==> src/rtl/core/seg4_pkg.sv <==
// ----------------------------------------------------------------------------
// seg4_pkg
// Types, constants and the digit glyph table of the four-digit encoder.
// ----------------------------------------------------------------------------
package seg4_pkg;

   localparam int unsigned THOUSAND = 1000;
   localparam int unsigned HUNDRED  = 100;
   localparam int unsigned TEN      = 10;

   // Largest magnitudes that fit the four positions.
   localparam logic [15:0] MAX_POS_MAG = 16'(9999);
   localparam logic [15:0] MAX_NEG_MAG = 16'(THOUSAND - 1);

   // Reciprocals for quotients of magnitudes below 10000; each one is exact
   // over that range after truncation.
   localparam logic [27:0] RECIP_1000 = 28'd8389; // >> 23
   localparam logic [27:0] RECIP_100  = 28'd5243; // >> 19
   localparam logic [27:0] RECIP_10   = 28'd6554; // >> 16

   localparam logic [6:0] SEG_MINUS = 7'h40;
   localparam logic [6:0] SEG_BLANK = 7'h00;

   // Quotients of one value, passed from the divide stage to the glyph stage.
   typedef struct packed {
      logic        in_range;
      logic        neg;
      logic [13:0] mag;
      logic [3:0]  q1000;
      logic [6:0]  q100;
      logic [9:0]  q10;
   } quot_type;

   function automatic logic [6:0] digit_seg(input logic [3:0] digit);
      logic [6:0] seg;
      unique case (digit)
         4'd0: seg = 7'h3F;
         4'd1: seg = 7'h06;
         4'd2: seg = 7'h5B;
         4'd3: seg = 7'h4F;
         4'd4: seg = 7'h66;
         4'd5: seg = 7'h6D;
         4'd6: seg = 7'h7D;
         4'd7: seg = 7'h07;
         4'd8: seg = 7'h7F;
         4'd9: seg = 7'h6F;
         default: seg = SEG_BLANK;
      endcase
      return seg;
   endfunction

endpackage

==> src/rtl/core/seg4_ifs.sv <==
// ----------------------------------------------------------------------------
// seg4_req_if / seg4_rsp_if
// Valid/ready channels for input values and output glyph beats.
// ----------------------------------------------------------------------------
interface seg4_req_if;
   logic               valid;
   logic               ready;
   logic signed [15:0] value;

   modport source (output valid, output value, input ready);
   modport sink   (input valid, input value, output ready);
endinterface

interface seg4_rsp_if;
   logic       valid;
   logic       ready;
   logic [1:0] position;
   logic [6:0] segments;
   logic       last_glyph;

   modport source (output valid, output position, output segments, output last_glyph,
                   input ready);
   modport sink   (input valid, input position, input segments, input last_glyph,
                   output ready);
endinterface

==> src/rtl/core/seg4_split.sv <==
// ----------------------------------------------------------------------------
// seg4_split
// Input register, magnitude and range check, and decimal quotient register.
// ----------------------------------------------------------------------------
module seg4_split (
   input  logic               clock,
   input  logic               reset,
   seg4_req_if.sink           req_bus,
   output logic               q_valid,
   input  logic               q_ready,
   output seg4_pkg::quot_type q_out
);

   logic               v_valid_ff, v_valid_in;
   logic signed [15:0] value_ff, value_in;
   logic               q_valid_ff, q_valid_in;
   seg4_pkg::quot_type q_ff, q_in;

   logic               s2_ready;
   logic               neg;
   logic [15:0]        mag16;
   logic [13:0]        mag;
   logic [27:0]        p1000, p100, p10;
   seg4_pkg::quot_type q_calc;

   assign s2_ready      = !q_valid_ff || q_ready;
   assign req_bus.ready = !v_valid_ff || s2_ready;

   always_comb begin
      neg   = value_ff[15];
      mag16 = neg ? (~value_ff + 16'd1) : value_ff;
      mag   = mag16[13:0];
      p1000 = 28'(mag) * seg4_pkg::RECIP_1000;
      p100  = 28'(mag) * seg4_pkg::RECIP_100;
      p10   = 28'(mag) * seg4_pkg::RECIP_10;

      q_calc.in_range = neg ? (mag16 <= seg4_pkg::MAX_NEG_MAG)
                            : (mag16 <= seg4_pkg::MAX_POS_MAG);
      q_calc.neg      = neg;
      q_calc.mag      = mag;
      q_calc.q1000    = p1000[26:23];
      q_calc.q100     = p100[25:19];
      q_calc.q10      = p10[25:16];
   end

   always_comb begin
      v_valid_in = req_bus.ready ? req_bus.valid : v_valid_ff;
      value_in   = (req_bus.valid && req_bus.ready) ? req_bus.value : value_ff;
      q_valid_in = s2_ready ? v_valid_ff : q_valid_ff;
      q_in       = (s2_ready && v_valid_ff) ? q_calc : q_ff;
   end

   always_ff @(posedge clock) begin
      if (reset) begin
         v_valid_ff <= 1'b0;
         q_valid_ff <= 1'b0;
      end else begin
         v_valid_ff <= v_valid_in;
         q_valid_ff <= q_valid_in;
      end
   end

   always_ff @(posedge clock) begin
      value_ff <= value_in;
      q_ff     <= q_in;
   end

   assign q_valid = q_valid_ff;
   assign q_out   = q_ff;

endmodule

==> src/rtl/core/seg4_glyph.sv <==
// ----------------------------------------------------------------------------
// seg4_glyph
// Digit extraction, glyph sequencer and result register.
// ----------------------------------------------------------------------------
module seg4_glyph (
   input  logic               clock,
   input  logic               reset,
   input  logic               q_valid,
   output logic               q_ready,
   input  seg4_pkg::quot_type q_in,
   seg4_rsp_if.source         rsp_bus
);

   logic             em_valid_ff, em_valid_in;
   logic [1:0]       pos_ff, pos_in;
   logic             minus_ff, minus_in;
   logic [3:0][3:0]  digits_ff, digits_in;

   logic             rsp_valid_ff, rsp_valid_in;
   logic [1:0]       rsp_pos_ff, rsp_pos_in;
   logic [6:0]       rsp_seg_ff, rsp_seg_in;
   logic             rsp_last_ff, rsp_last_in;

   logic             out_free, fire, done, em_ready, load;
   logic [6:0]       ten_q1000, d1_w;
   logic [9:0]       ten_q100, d2_w;
   logic [13:0]      ten_q10, d3_w;
   logic [3:0][3:0]  digits_calc;
   logic [1:0]       dstart, first_pos;
   logic [6:0]       glyph_seg;

   assign out_free = !rsp_valid_ff || rsp_bus.ready;
   assign fire     = em_valid_ff && out_free;
   assign done     = fire && (pos_ff == 2'd3);
   assign em_ready = !em_valid_ff || done;
   assign load     = q_valid && q_in.in_range && em_ready;
   // Values that cannot be shown leave the pipeline without any glyph.
   assign q_ready  = !q_in.in_range || em_ready;

   always_comb begin
      ten_q1000 = {q_in.q1000, 3'b000} + {2'b00, q_in.q1000, 1'b0};
      ten_q100  = {q_in.q100, 3'b000} + {2'b00, q_in.q100, 1'b0};
      ten_q10   = {1'b0, q_in.q10, 3'b000} + {3'b000, q_in.q10, 1'b0};
      d1_w      = q_in.q100 - ten_q1000;
      d2_w      = q_in.q10 - ten_q100;
      d3_w      = q_in.mag - ten_q10;

      digits_calc[0] = q_in.q1000;
      digits_calc[1] = d1_w[3:0];
      digits_calc[2] = d2_w[3:0];
      digits_calc[3] = d3_w[3:0];

      priority if (q_in.q1000 != 4'd0) begin
         dstart = 2'd0;
      end else if (q_in.q100 != 7'd0) begin
         dstart = 2'd1;
      end else if (q_in.q10 != 10'd0) begin
         dstart = 2'd2;
      end else begin
         dstart = 2'd3;
      end
      // A shown negative value never has four digits, so this cannot wrap.
      first_pos = dstart - {1'b0, q_in.neg};
   end

   always_comb begin
      glyph_seg = minus_ff ? seg4_pkg::SEG_MINUS : seg4_pkg::digit_seg(digits_ff[pos_ff]);

      em_valid_in = em_valid_ff;
      pos_in      = pos_ff;
      minus_in    = minus_ff;
      digits_in   = digits_ff;
      if (fire) begin
         pos_in   = pos_ff + 2'd1;
         minus_in = 1'b0;
      end
      if (done) begin
         em_valid_in = 1'b0;
      end
      if (load) begin
         em_valid_in = 1'b1;
         pos_in      = first_pos;
         minus_in    = q_in.neg;
         digits_in   = digits_calc;
      end

      rsp_valid_in = fire ? 1'b1 : (rsp_bus.ready ? 1'b0 : rsp_valid_ff);
      rsp_pos_in   = fire ? pos_ff : rsp_pos_ff;
      rsp_seg_in   = fire ? glyph_seg : rsp_seg_ff;
      rsp_last_in  = fire ? (pos_ff == 2'd3) : rsp_last_ff;
   end

   always_ff @(posedge clock) begin
      if (reset) begin
         em_valid_ff  <= 1'b0;
         rsp_valid_ff <= 1'b0;
      end else begin
         em_valid_ff  <= em_valid_in;
         rsp_valid_ff <= rsp_valid_in;
      end
   end

   always_ff @(posedge clock) begin
      pos_ff      <= pos_in;
      minus_ff    <= minus_in;
      digits_ff   <= digits_in;
      rsp_pos_ff  <= rsp_pos_in;
      rsp_seg_ff  <= rsp_seg_in;
      rsp_last_ff <= rsp_last_in;
   end

   assign rsp_bus.valid      = rsp_valid_ff;
   assign rsp_bus.position   = rsp_pos_ff;
   assign rsp_bus.segments   = rsp_seg_ff;
   assign rsp_bus.last_glyph = rsp_last_ff;

endmodule

==> src/rtl/core/signed_int_to_four_digit_segments.sv <==
// ----------------------------------------------------------------------------
// signed_int_to_four_digit_segments
// Turns a signed 16-bit value into the glyphs of a right-aligned 4-digit
// seven-segment display, one glyph per output beat, left to right.
// ----------------------------------------------------------------------------
// Usage:
// A value enters on req_bus as one beat. Values from -999 to 9999 produce one
// rsp_bus beat per lit position: an optional minus sign just left of the most
// significant digit, then the digits without leading zeros. The beat for the
// rightmost position (position 3) carries last_glyph. Values outside that
// range are consumed and produce no beats at all.
// The first glyph of a value reaches the output after its input beat is
// accepted, through the input register, the quotient register and the
// glyph sequencer feeding the result register.
// Throughput: while rsp_bus.ready stays high, the result register sends one
// glyph per cycle, one beat for each glyph of a value; the next value is
// taken in while earlier glyphs are still leaving.
// When the receiver holds rsp_bus.ready low, the result beat holds and the
// stall backs up stage by stage until req_bus.ready drops.
// Reset clears all valid flags; no results are pending after reset.
// ----------------------------------------------------------------------------
module signed_int_to_four_digit_segments (
   input  logic       clock,
   input  logic       reset,
   seg4_req_if.sink   req_bus,
   seg4_rsp_if.source rsp_bus
);

   // Handshake between the divide stage and the glyph stage.
   logic               q_valid;
   logic               q_ready;
   seg4_pkg::quot_type q_data;

   // The divide stage registers the input value, forms its magnitude, checks
   // the displayable range and registers the quotients by 1000, 100 and 10,
   // each taken with a constant reciprocal multiply.
   seg4_split u_split (
      .clock   (clock),
      .reset   (reset),
      .req_bus (req_bus),
      .q_valid (q_valid),
      .q_ready (q_ready),
      .q_out   (q_data)
   );

   // The glyph stage recovers the four decimal digits from the quotients,
   // finds the leftmost lit position, and then steps through the positions
   // one beat at a time into the result register.
   seg4_glyph u_glyph (
      .clock   (clock),
      .reset   (reset),
      .q_valid (q_valid),
      .q_ready (q_ready),
      .q_in    (q_data),
      .rsp_bus (rsp_bus)
   );

endmodule

==> src/flat_wrapper.sv <==
// flat-port wrapper written by rule: the top's interface ports become plain ports
module signed_int_to_four_digit_segments_flat 
  (clock, reset, req_bus_valid, req_bus_value, req_bus_ready, rsp_bus_valid, rsp_bus_position, rsp_bus_segments, rsp_bus_last_glyph, rsp_bus_ready);
  seg4_req_if req_bus_i ();
  seg4_rsp_if rsp_bus_i ();
  input  logic clock;
  input  logic reset;
  input wire logic [$bits(req_bus_i.valid)-1:0] req_bus_valid;
  input wire logic [$bits(req_bus_i.value)-1:0] req_bus_value;
  output wire logic [$bits(req_bus_i.ready)-1:0] req_bus_ready;
  output wire logic [$bits(rsp_bus_i.valid)-1:0] rsp_bus_valid;
  output wire logic [$bits(rsp_bus_i.position)-1:0] rsp_bus_position;
  output wire logic [$bits(rsp_bus_i.segments)-1:0] rsp_bus_segments;
  output wire logic [$bits(rsp_bus_i.last_glyph)-1:0] rsp_bus_last_glyph;
  input wire logic [$bits(rsp_bus_i.ready)-1:0] rsp_bus_ready;
  assign req_bus_i.valid = req_bus_valid;
  assign req_bus_i.value = req_bus_value;
  assign req_bus_ready = req_bus_i.ready;
  assign rsp_bus_valid = rsp_bus_i.valid;
  assign rsp_bus_position = rsp_bus_i.position;
  assign rsp_bus_segments = rsp_bus_i.segments;
  assign rsp_bus_last_glyph = rsp_bus_i.last_glyph;
  assign rsp_bus_i.ready = rsp_bus_ready;
  signed_int_to_four_digit_segments u_core (.clock(clock), .reset(reset), .req_bus(req_bus_i), .rsp_bus(rsp_bus_i));
endmodule
==> config.mk <==
export PLATFORM = sky130hd
export DESIGN_NAME = signed_int_to_four_digit_segments_flat
export DESIGN_NICKNAME = d
export VERILOG_FILES = /design/src/rtl/core/seg4_pkg.sv /design/src/rtl/core/seg4_ifs.sv /design/src/rtl/core/seg4_split.sv /design/src/rtl/core/seg4_glyph.sv /design/src/rtl/core/signed_int_to_four_digit_segments.sv /design/src/flat_wrapper.sv
export SDC_FILE = /design/constraint.sdc
export NUM_CORES = 1
export LEC_CHECK = 0
export ABC_AREA = 1
export BUFFER_PORTS_ARGS = -buffer_cell sky130_fd_sc_hd__buf_2
export CAP_MARGIN = 5
export CORE_MARGIN = 2
export CORE_UTILIZATION = 64
export CTS_CLUSTER_DIAMETER = 50
export DETAILED_ROUTE_END_ITERATION = 8
export HOLD_SLACK_MARGIN = 0.05
export PLACE_DENSITY = 0.81
export SYNTH_ARGS = -nofsm -noshare
export SYNTH_HDL_FRONTEND = slang
export SYNTH_SLANG_ARGS = --single-unit
==> constraint.sdc <==
create_clock -name clock -period 11.3 [get_ports clock]
set_input_delay 1.13 -clock clock [delete_from_list [all_inputs] [get_ports clock]]
set_output_delay 1.13 -clock clock [all_outputs]
set_load 0.01 [all_outputs]
==> summary.md, run 1 <==
| Metric | Value |
|---|---|
| Max-slew headroom | `24.2%` |
| Hold worst-path end | `u_core.u_glyph.digits_ff[3]$_DFFE_PP_` |
| Data required time of the critical path | `11.37 ns` |
| Total Nets Final | `1869` |
| Worst reg-to-reg path cell count | `22` |
| Critical register-to-register path endpoint | `u_core.u_split.q_out[9]$_DFFE_PP_` |
| Post-synth top area share | `26.8%` |
| Via count | `roughly 9500` |
| Number of endpoints failing setup at the final stage | `0` |
| Layout cell share with drive strength beyond 1 | `5.29%` |
| Vias in the first global route | `9694` |
| Quantity of gates resized following cts | `0` |
| Largest net degree at the start of global routing | `28` |
| Clock Root Buffer | `clkbuf_16` |
| Global Route Usage Sum | `roughly 30%` |
| Core region area | `0.0193 mm2` |
| Starting Density | `between 60 and 70%` |
| Max Root-Sink Buffers | `2` |
| Detailed Route Iter0 Violations | `821` |
| CTS Hold Bufs | `0` |
| Synthesized net count | `1822` |
| Seq cells post-synth | `between 70 and 80` |
| Die area | `between 0.02 and 0.025 mm2` |
| Wire length of the first global-routing pass | `47500 um` |
| Post-CTS clock slew at the launch and capture registers of the worst setup and hold paths | `0.07 ns` |
| Min cycle time layout | `6.68 ns` |
| Vias per inst | `5.52` |
| Hold crit path type | `register to register` |
| Cell count of the worst hold path | `0` |
| Minimum setup slack among reg-to-reg paths | `4.62 ns` |
| R2r startpoint | `u_core.u_split.value_ff[0]$_DFFE_PP_` |
| Number of buffers created by CTS | `9` |
| Avg Cell Area, Syn | `8.87 um2` |
| Worst hold slack | `between 0.4 and 0.5 ns` |
| Beginning of the worst hold path | `u_core.u_split.q_out[20]$_DFFE_PP_` |
| Count of distinct cell types in the synthesized netlist | `42` |
| RSZ-0062 raised after global routing | `false` |
| Number of instances in the synthesized netlist | `around 1400` |
| Post-detailed-placement half-perimeter wirelength | `25200 um` |
| Pin slew with the least headroom to its limit | `1.14 ns` |
| Most used cells in the layout excluding fill and tap cells | `inv_1, ha_1, nand2_1` |
| Layout area overhead | `6.65%` |
| Crit path kind | `register to register` |
| Num ports | `32` |
| Number of pins with negative max-slew slack in the final report | `0` |
| Critical path data arrival time | `6.75 ns` |
| Element type at the critical path end | `register` |
| Length of the first detailed-routing pass in iterations | `7` |
| Latest clock arrival within the worst-skew pair | `~0.34 ns` |
| Number of maximum-capacitance violations | `0` |
| Die width | `~140 um` |
| Synth area leader | `ha_1` |
| Most common library cell in the layout ignoring fill and taps | `inv_1` |
| Sum of negative setup slack | `0 ns` |
| Vertical die dimension | `144 um` |
| Overflow left after global routing | `0` |
| Top cells by area, synth | `ha_1, fa_1, edfxtp_1, inv_1, nand2_1` |
| DRC violations left | `0` |
| Post-CTS setup buffers | `0` |
| Yosys warning total | `0` |
| I/O Buffers | `31` |
| Worst Clk Skew | `between 0.01 and 0.015 ns` |
| # fillers | `approximately 1600` |
| Category of the worst setup path launch point | `register` |
| Clock tree from TritonCTS | `yes` |
| Residual antenna-violating net count after detailed routing | `0` |
| Status | `completed` |
| Total area of multi-input combinational cells | `between 0.008 and 0.009 mm2` |
| Total count of hold-check failures in the final report | `0` |
| H-tree Lvls | `3` |
| Routability cong. | `0.987` |
| Part of the cycle the worst path needs | `between 50% and 60%` |
| Avg WL per Cell | `17.2 um` |
| Site row count | `51` |
| Wire length reported by the detailed router | `29600 um` |
| Utilization after layout | `68.9%` |
| Sequential-to-total area share from yosys stat | `18.0%` |
| Num Clock Sinks | `76` |
| Post-synth design cell area | `0.0125 mm2` |
| CP max FO | `11` |
| Timing-limited maximum frequency | `0.150 GHz` |
| Number of antenna violations at the first check in global routing | `1` |
| Flip-flop and latch area | `0.00224 mm2` |
[how the worst max path moves through the flow]
| stage | start | endpoint | slack, ns | cells after the start |
|---|---|---|---|---|
| 6_report | u_core.u_split.value_ff[0]$_DFFE_PP_ | u_core.u_split.q_out[9]$_DFFE_PP_ | 4.62 | 22 |
| 5_1_grt | u_core.u_split.value_ff[0]$_DFFE_PP_ | u_core.u_split.q_out[9]$_DFFE_PP_ | 4.40 | 22 |
| 4_1_cts | u_core.u_split.value_ff[0]$_DFFE_PP_ | u_core.u_split.q_out[9]$_DFFE_PP_ | 4.73 | 22 |
| 3_5_place_dp | u_core.u_split.value_ff[0]$_DFFE_PP_ | u_core.u_split.q_out[9]$_DFFE_PP_ | 4.82 | 22 |
| 3_3_place_gp | u_core.u_split.value_ff[0]$_DFFE_PP_ | u_core.u_split.q_out[9]$_DFFE_PP_ | 4.98 | 22 |
| 2_1_floorplan | u_core.u_split.value_ff[0]$_DFFE_PP_ | u_core.u_split.q_out[11]$_DFFE_PP_ | 5.38 | 23 |
[synthesized netlist by cell type (all sizes together)]
library cell,number
inv,374
ha,267
nand2,176
fa,131
nor2,85
edfxtp,72
a21oi,64
nand3,52
o21ai,44
xor2,37
xnor2,18
nand4,12
nor3,11
a31oi,9
a21o,7
o21bai,7
nor4,6
dfxtp,4
o211ai,4
a211oi,3
and3,3
buf,3
or2,3
a221oi,2
a32oi,2
a21boi,1
a32o,1
and2,1
clkbuf,1
nand3b,1
nor3b,1
o21a,1
o31ai,1
[critical path, cell delays in order (launching register included)]
cell      delay [ns]
edfxtp_1        0.67
inv_1           0.25
ha_1            0.28
or2_2           0.31
xor2_1          0.81
ha_1            0.39
inv_1           0.13
fa_1            0.46
fa_1            0.52
fa_1            0.56
inv_1           0.07
fa_1            0.53
inv_1           0.05
ha_1            0.34
a21oi_1         0.21
nor2_1          0.06
nor2_1          0.09
nand2_1         0.06
a21oi_1         0.22
inv_1           0.09
nand3b_1        0.09
nand2_1         0.07
xor2_1          0.15
[flip-flops by register name (all words and copies together), names as in the netlist]
name,count
u_core.u_glyph.em_valid_ff,1
u_core.u_glyph.rsp_bus.segments,7
u_core.u_glyph.rsp_bus.last_glyph,1
u_core.u_split.value_ff,16
u_core.u_split.v_valid_ff,1
u_core.u_glyph.minus_ff,1
u_core.u_glyph.rsp_bus.valid,1
u_core.u_split.q_valid,1
u_core.u_split.q_out,27
u_core.u_glyph.rsp_bus.position,2
u_core.u_glyph.digits_ff,16
u_core.u_glyph.pos_ff,2
[kinds of logic after synthesis]
family                     synth area share (%)
xor gates and xnor gates                   3.93
and+or+nand+nor                            12.1
buffers and inverters                      11.4
AOI/OAI and AO/OA                          6.66
adders and majority gates                  47.9
DFF                                        18.0
[routing by layer]
| metal | track usage [%] | vias up | part of all wire (%) |
|---|---|---|---|
| met1 | 38.5 | 4565 | 41 |
| met3 | 6.80 | 50 | 8.2 |
| li1 | - | 4572 | - |
| met2 | 51.1 | 319 | 48 |
| met5 | 0 | - | 0 |
| met4 | 9.44 | 0 | 2.3 |
[through the flow]
step | area (um2) | setup WS (ns) | std cells
finish | 13300 | 4.62 | 1722
global route | 13300 | 4.40 | 1721
CTS | 13300 | 4.73 | 1721
detailed placement | 13000 | 4.82 | 1705
global placement | 13000 | 4.98 | 1705
floorplan | 12500 | 5.38 | 1404
[final cells by class]
type / instances / area share (%)
clock buffer: 9 / 1.70
timing repair buffer: 40 / 1.68
multi-input combinational: 950 / 66.2
inverter: 374 / 10.6
sequential: 76 / 16.9
tap: 265 / 2.50
antenna: 1 / 0.0188
clock inverter: 7 / 0.490
Power of run 1 is left out: the tool's default activity adds up to more than one toggle a clock period on the data nets, which glitch-free logic cannot reach.
==> run 2, diff against run 1 <==
clock period = 6.15 ns   (was 11.3 ns; I/O delays follow)
==> run 2 against run 1 <==
Effect of this change:
- setup slack got worse by 4.3 ns
- core utilization increased by 0.73 points
- die area unchanged
- global-route usage decreased by 0.093 points
- cell count increased by 0.87%
- critical path depth unchanged
- fmax increased by 14%
- first-iteration DRC count decreased by 20%
- sequential share of layout area decreased by 0.18 points
- cell area increased by 1.1%
- critical path type unchanged
- critical endpoint is now u_core.u_split.q_out[18]$_DFFE_PP_
- largest cell class unchanged
==> summary.md, run 2 (synthesized netlist as in run 1, its figures left out) <==
| Metric | Value |
|---|---|
| I/O Buffers | `31 (unchanged)` |
| Number of maximum-capacitance violations | `0 (unchanged)` |
| Most used cells in the layout excluding fill and tap cells | `inv_1, ha_1, nand2_1` |
| Layout area overhead | `7.79%` |
| # fillers | `1543 (-1.2%)` |
| Data required time of the critical path | `6.23 ns (-5.14 ns)` |
| Instance count on the critical path | `22 (unchanged)` |
| Hold crit path type | `input pin to register` |
| Max Root-Sink Buffers | `2 (unchanged)` |
| Latest clock arrival within the worst-skew pair | `0.34 ns (about the same)` |
| Crit path kind | `register to register` |
| Number of pins with negative max-slew slack in the final report | `0 (unchanged)` |
| Avg WL per Cell | `16.9 um (-1.9%)` |
| Post-detailed-placement half-perimeter wirelength | `25600 um (+1.6%)` |
| CTS Hold Bufs | `0 (unchanged)` |
| Num ports | `32 (unchanged)` |
| RSZ-0062 raised after global routing | `false` |
| Number of flip-flops under the largest register name | `27 (unchanged)` |
| Min cycle time layout | `5.84 ns (-0.838 ns)` |
| Global Route Usage Sum | `30.1% (-0.093 points)` |
| Wire length reported by the detailed router | `29300 um (-1.0%)` |
| Worst Clk Skew | `0.0146 ns (+0.00145 ns)` |
| Total Nets Final | `1884 (+0.80%)` |
| Residual antenna-violating net count after detailed routing | `0 (unchanged)` |
| Die width | `144 um (unchanged)` |
| Status | `completed` |
| Vias per inst | `5.33 (-3.4%)` |
| Max-slew headroom | `31.1% (+7.0 points)` |
| Category of the worst setup path launch point | `register` |
| Length of the first detailed-routing pass in iterations | `5 (-2)` |
| Number of endpoints failing setup at the final stage | `0 (unchanged)` |
| DRC violations left | `0 (unchanged)` |
| Critical register-to-register path endpoint | `u_core.u_split.q_out[18]$_DFFE_PP_` |
| CP max FO | `7 (-4)` |
| CP top delay family | `adder cells` |
| Clock tree from TritonCTS | `yes` |
| Minimum setup slack among reg-to-reg paths | `0.31 ns (-4.31 ns)` |
| Post-CTS clock slew at the launch and capture registers of the worst setup and hold paths | `0.07 ns (about the same)` |
| Pin slew with the least headroom to its limit | `1.03 ns (-0.104 ns)` |
| Vias in the first global route | `9519 (-1.8%)` |
| Number of antenna violations at the first check in global routing | `1 (unchanged)` |
| Die area | `0.0206 mm2 (unchanged)` |
| Largest stage delay on the critical path | `0.50 ns (-0.31 ns)` |
| Worst reg-to-reg path cell count | `22 (unchanged)` |
| Clock Root Buffer | `clkbuf_16` |
| Site row count | `51 (unchanged)` |
| Critical path data arrival time | `5.91 ns (-0.84 ns)` |
| Largest net degree at the start of global routing | `28 (unchanged)` |
| Via count | `9266 (-2.5%)` |
| Element type at the critical path end | `register` |
| Critical path's slowest cell | `fa_1` |
| Wire length of the first global-routing pass | `47700 um (+0.29%)` |
| Worst Path Buf+Inv | `4 (-1)` |
| Utilization after layout | `69.7% (+0.73 points)` |
| R2r startpoint | `u_core.u_split.value_ff[0]$_DFFE_PP_` |
| Most Frequent Cell on Critical Path | `ha_1` |
| Timing-limited maximum frequency | `0.171 GHz (+14%)` |
| Total count of hold-check failures in the final report | `0 (unchanged)` |
| Vertical die dimension | `144 um (unchanged)` |
| Number of buffers created by CTS | `9 (unchanged)` |
| Detailed Route Iter0 Violations | `655 (-20%)` |
| Total area of multi-input combinational cells | `0.00880 mm2 (+0.14%)` |
| Sum of negative setup slack | `0 ns (unchanged)` |
| Num Clock Sinks | `76 (unchanged)` |
| Routability cong. | `0.985 (-0.23%)` |
| Part of the cycle the worst path needs | `94.9% (+36 points)` |
| Overflow left after global routing | `0 (unchanged)` |
| Flip-flop and latch area | `0.00224 mm2 (unchanged)` |
| Critical Path Start | `u_core.u_split.value_ff[0]$_DFFE_PP_` |
| Capturing instance or port of the critical path | `u_core.u_split.q_out[18]$_DFFE_PP_` |
| Quantity of gates resized following cts | `0 (unchanged)` |
| Most common library cell in the layout ignoring fill and taps | `inv_1` |
| Cell count of the worst hold path | `1 (+1)` |
| Starting Density | `64.6% (unchanged)` |
| Post-CTS setup buffers | `0 (unchanged)` |
| H-tree Lvls | `3 (unchanged)` |
| Worst-path cell chain | `inv_1 -> ha_1 -> nand2_2 -> nor2_2 -> nand2_1 -> o21ai_2 -> xor2_2 -> buf_4 -> ha_1 -> ha_1 -> ha_1 -> inv_1 -> fa_1 -> inv_1 -> ha_1 -> ha_1 -> ha_1 -> nand2_1 -> nor3_1 -> nand3_1 -> nand3_1 -> xor2_1` |
| Layout cell share with drive strength beyond 1 | `6.46% (+1.2 points)` |
| Core region area | `0.0193 mm2 (unchanged)` |
| Beginning of the worst hold path | `req_bus_value[3]` |
==> run 2: per-stage QoR <==
stage               cells  hold slack [ns]  instance area (um2)  worst slack [ns]
global placement     1720            0.438                13100             0.501
global route         1736            0.440                13400            0.0147
CTS                  1736            0.438                13400             0.391
detailed placement   1720            0.448                13100             0.412
floorplan            1404            0.428                12500             0.233
finish               1737            0.445                13400             0.312
==> run 2: routing by layer <==
metal  GRT usage [%]  part of all wire (%)  vias to the layer above
li1                -                     -                     4586
met1            41.7                    46                     4382
met2            49.8                    47                      258
met3            4.07                   5.2                       40
met4            8.10                   2.4                        0
met5               0                     0                        -
==> run 2: worst min path at each step <==
stage / endpoint / slack [ns]
CTS: u_core.u_split.value_ff[3]$_DFFE_PP_ / 0.44
global route: u_core.u_split.value_ff[3]$_DFFE_PP_ / 0.44
global placement: u_core.u_glyph.digits_ff[3]$_DFFE_PP_ / 0.44
finish: u_core.u_split.value_ff[3]$_DFFE_PP_ / 0.45
detailed placement: u_core.u_glyph.digits_ff[3]$_DFFE_PP_ / 0.45
floorplan: u_core.u_glyph.digits_ff[3]$_DFFE_PP_ / 0.43
==> run 2: cell type report <==
class | instances | share of cell area (%)
Clock buffer | 9 | 1.68
Timing Repair Buffer | 55 | 2.62
Inverter | 374 | 10.5
Multi-Input combinational cell | 950 | 65.6
Sequential cell | 76 | 16.7
Clock inverter | 7 | 0.485
Tap cell | 265 | 2.47
Antenna cell | 1 | 0.0186
Power of run 2 is left out for the same reason.
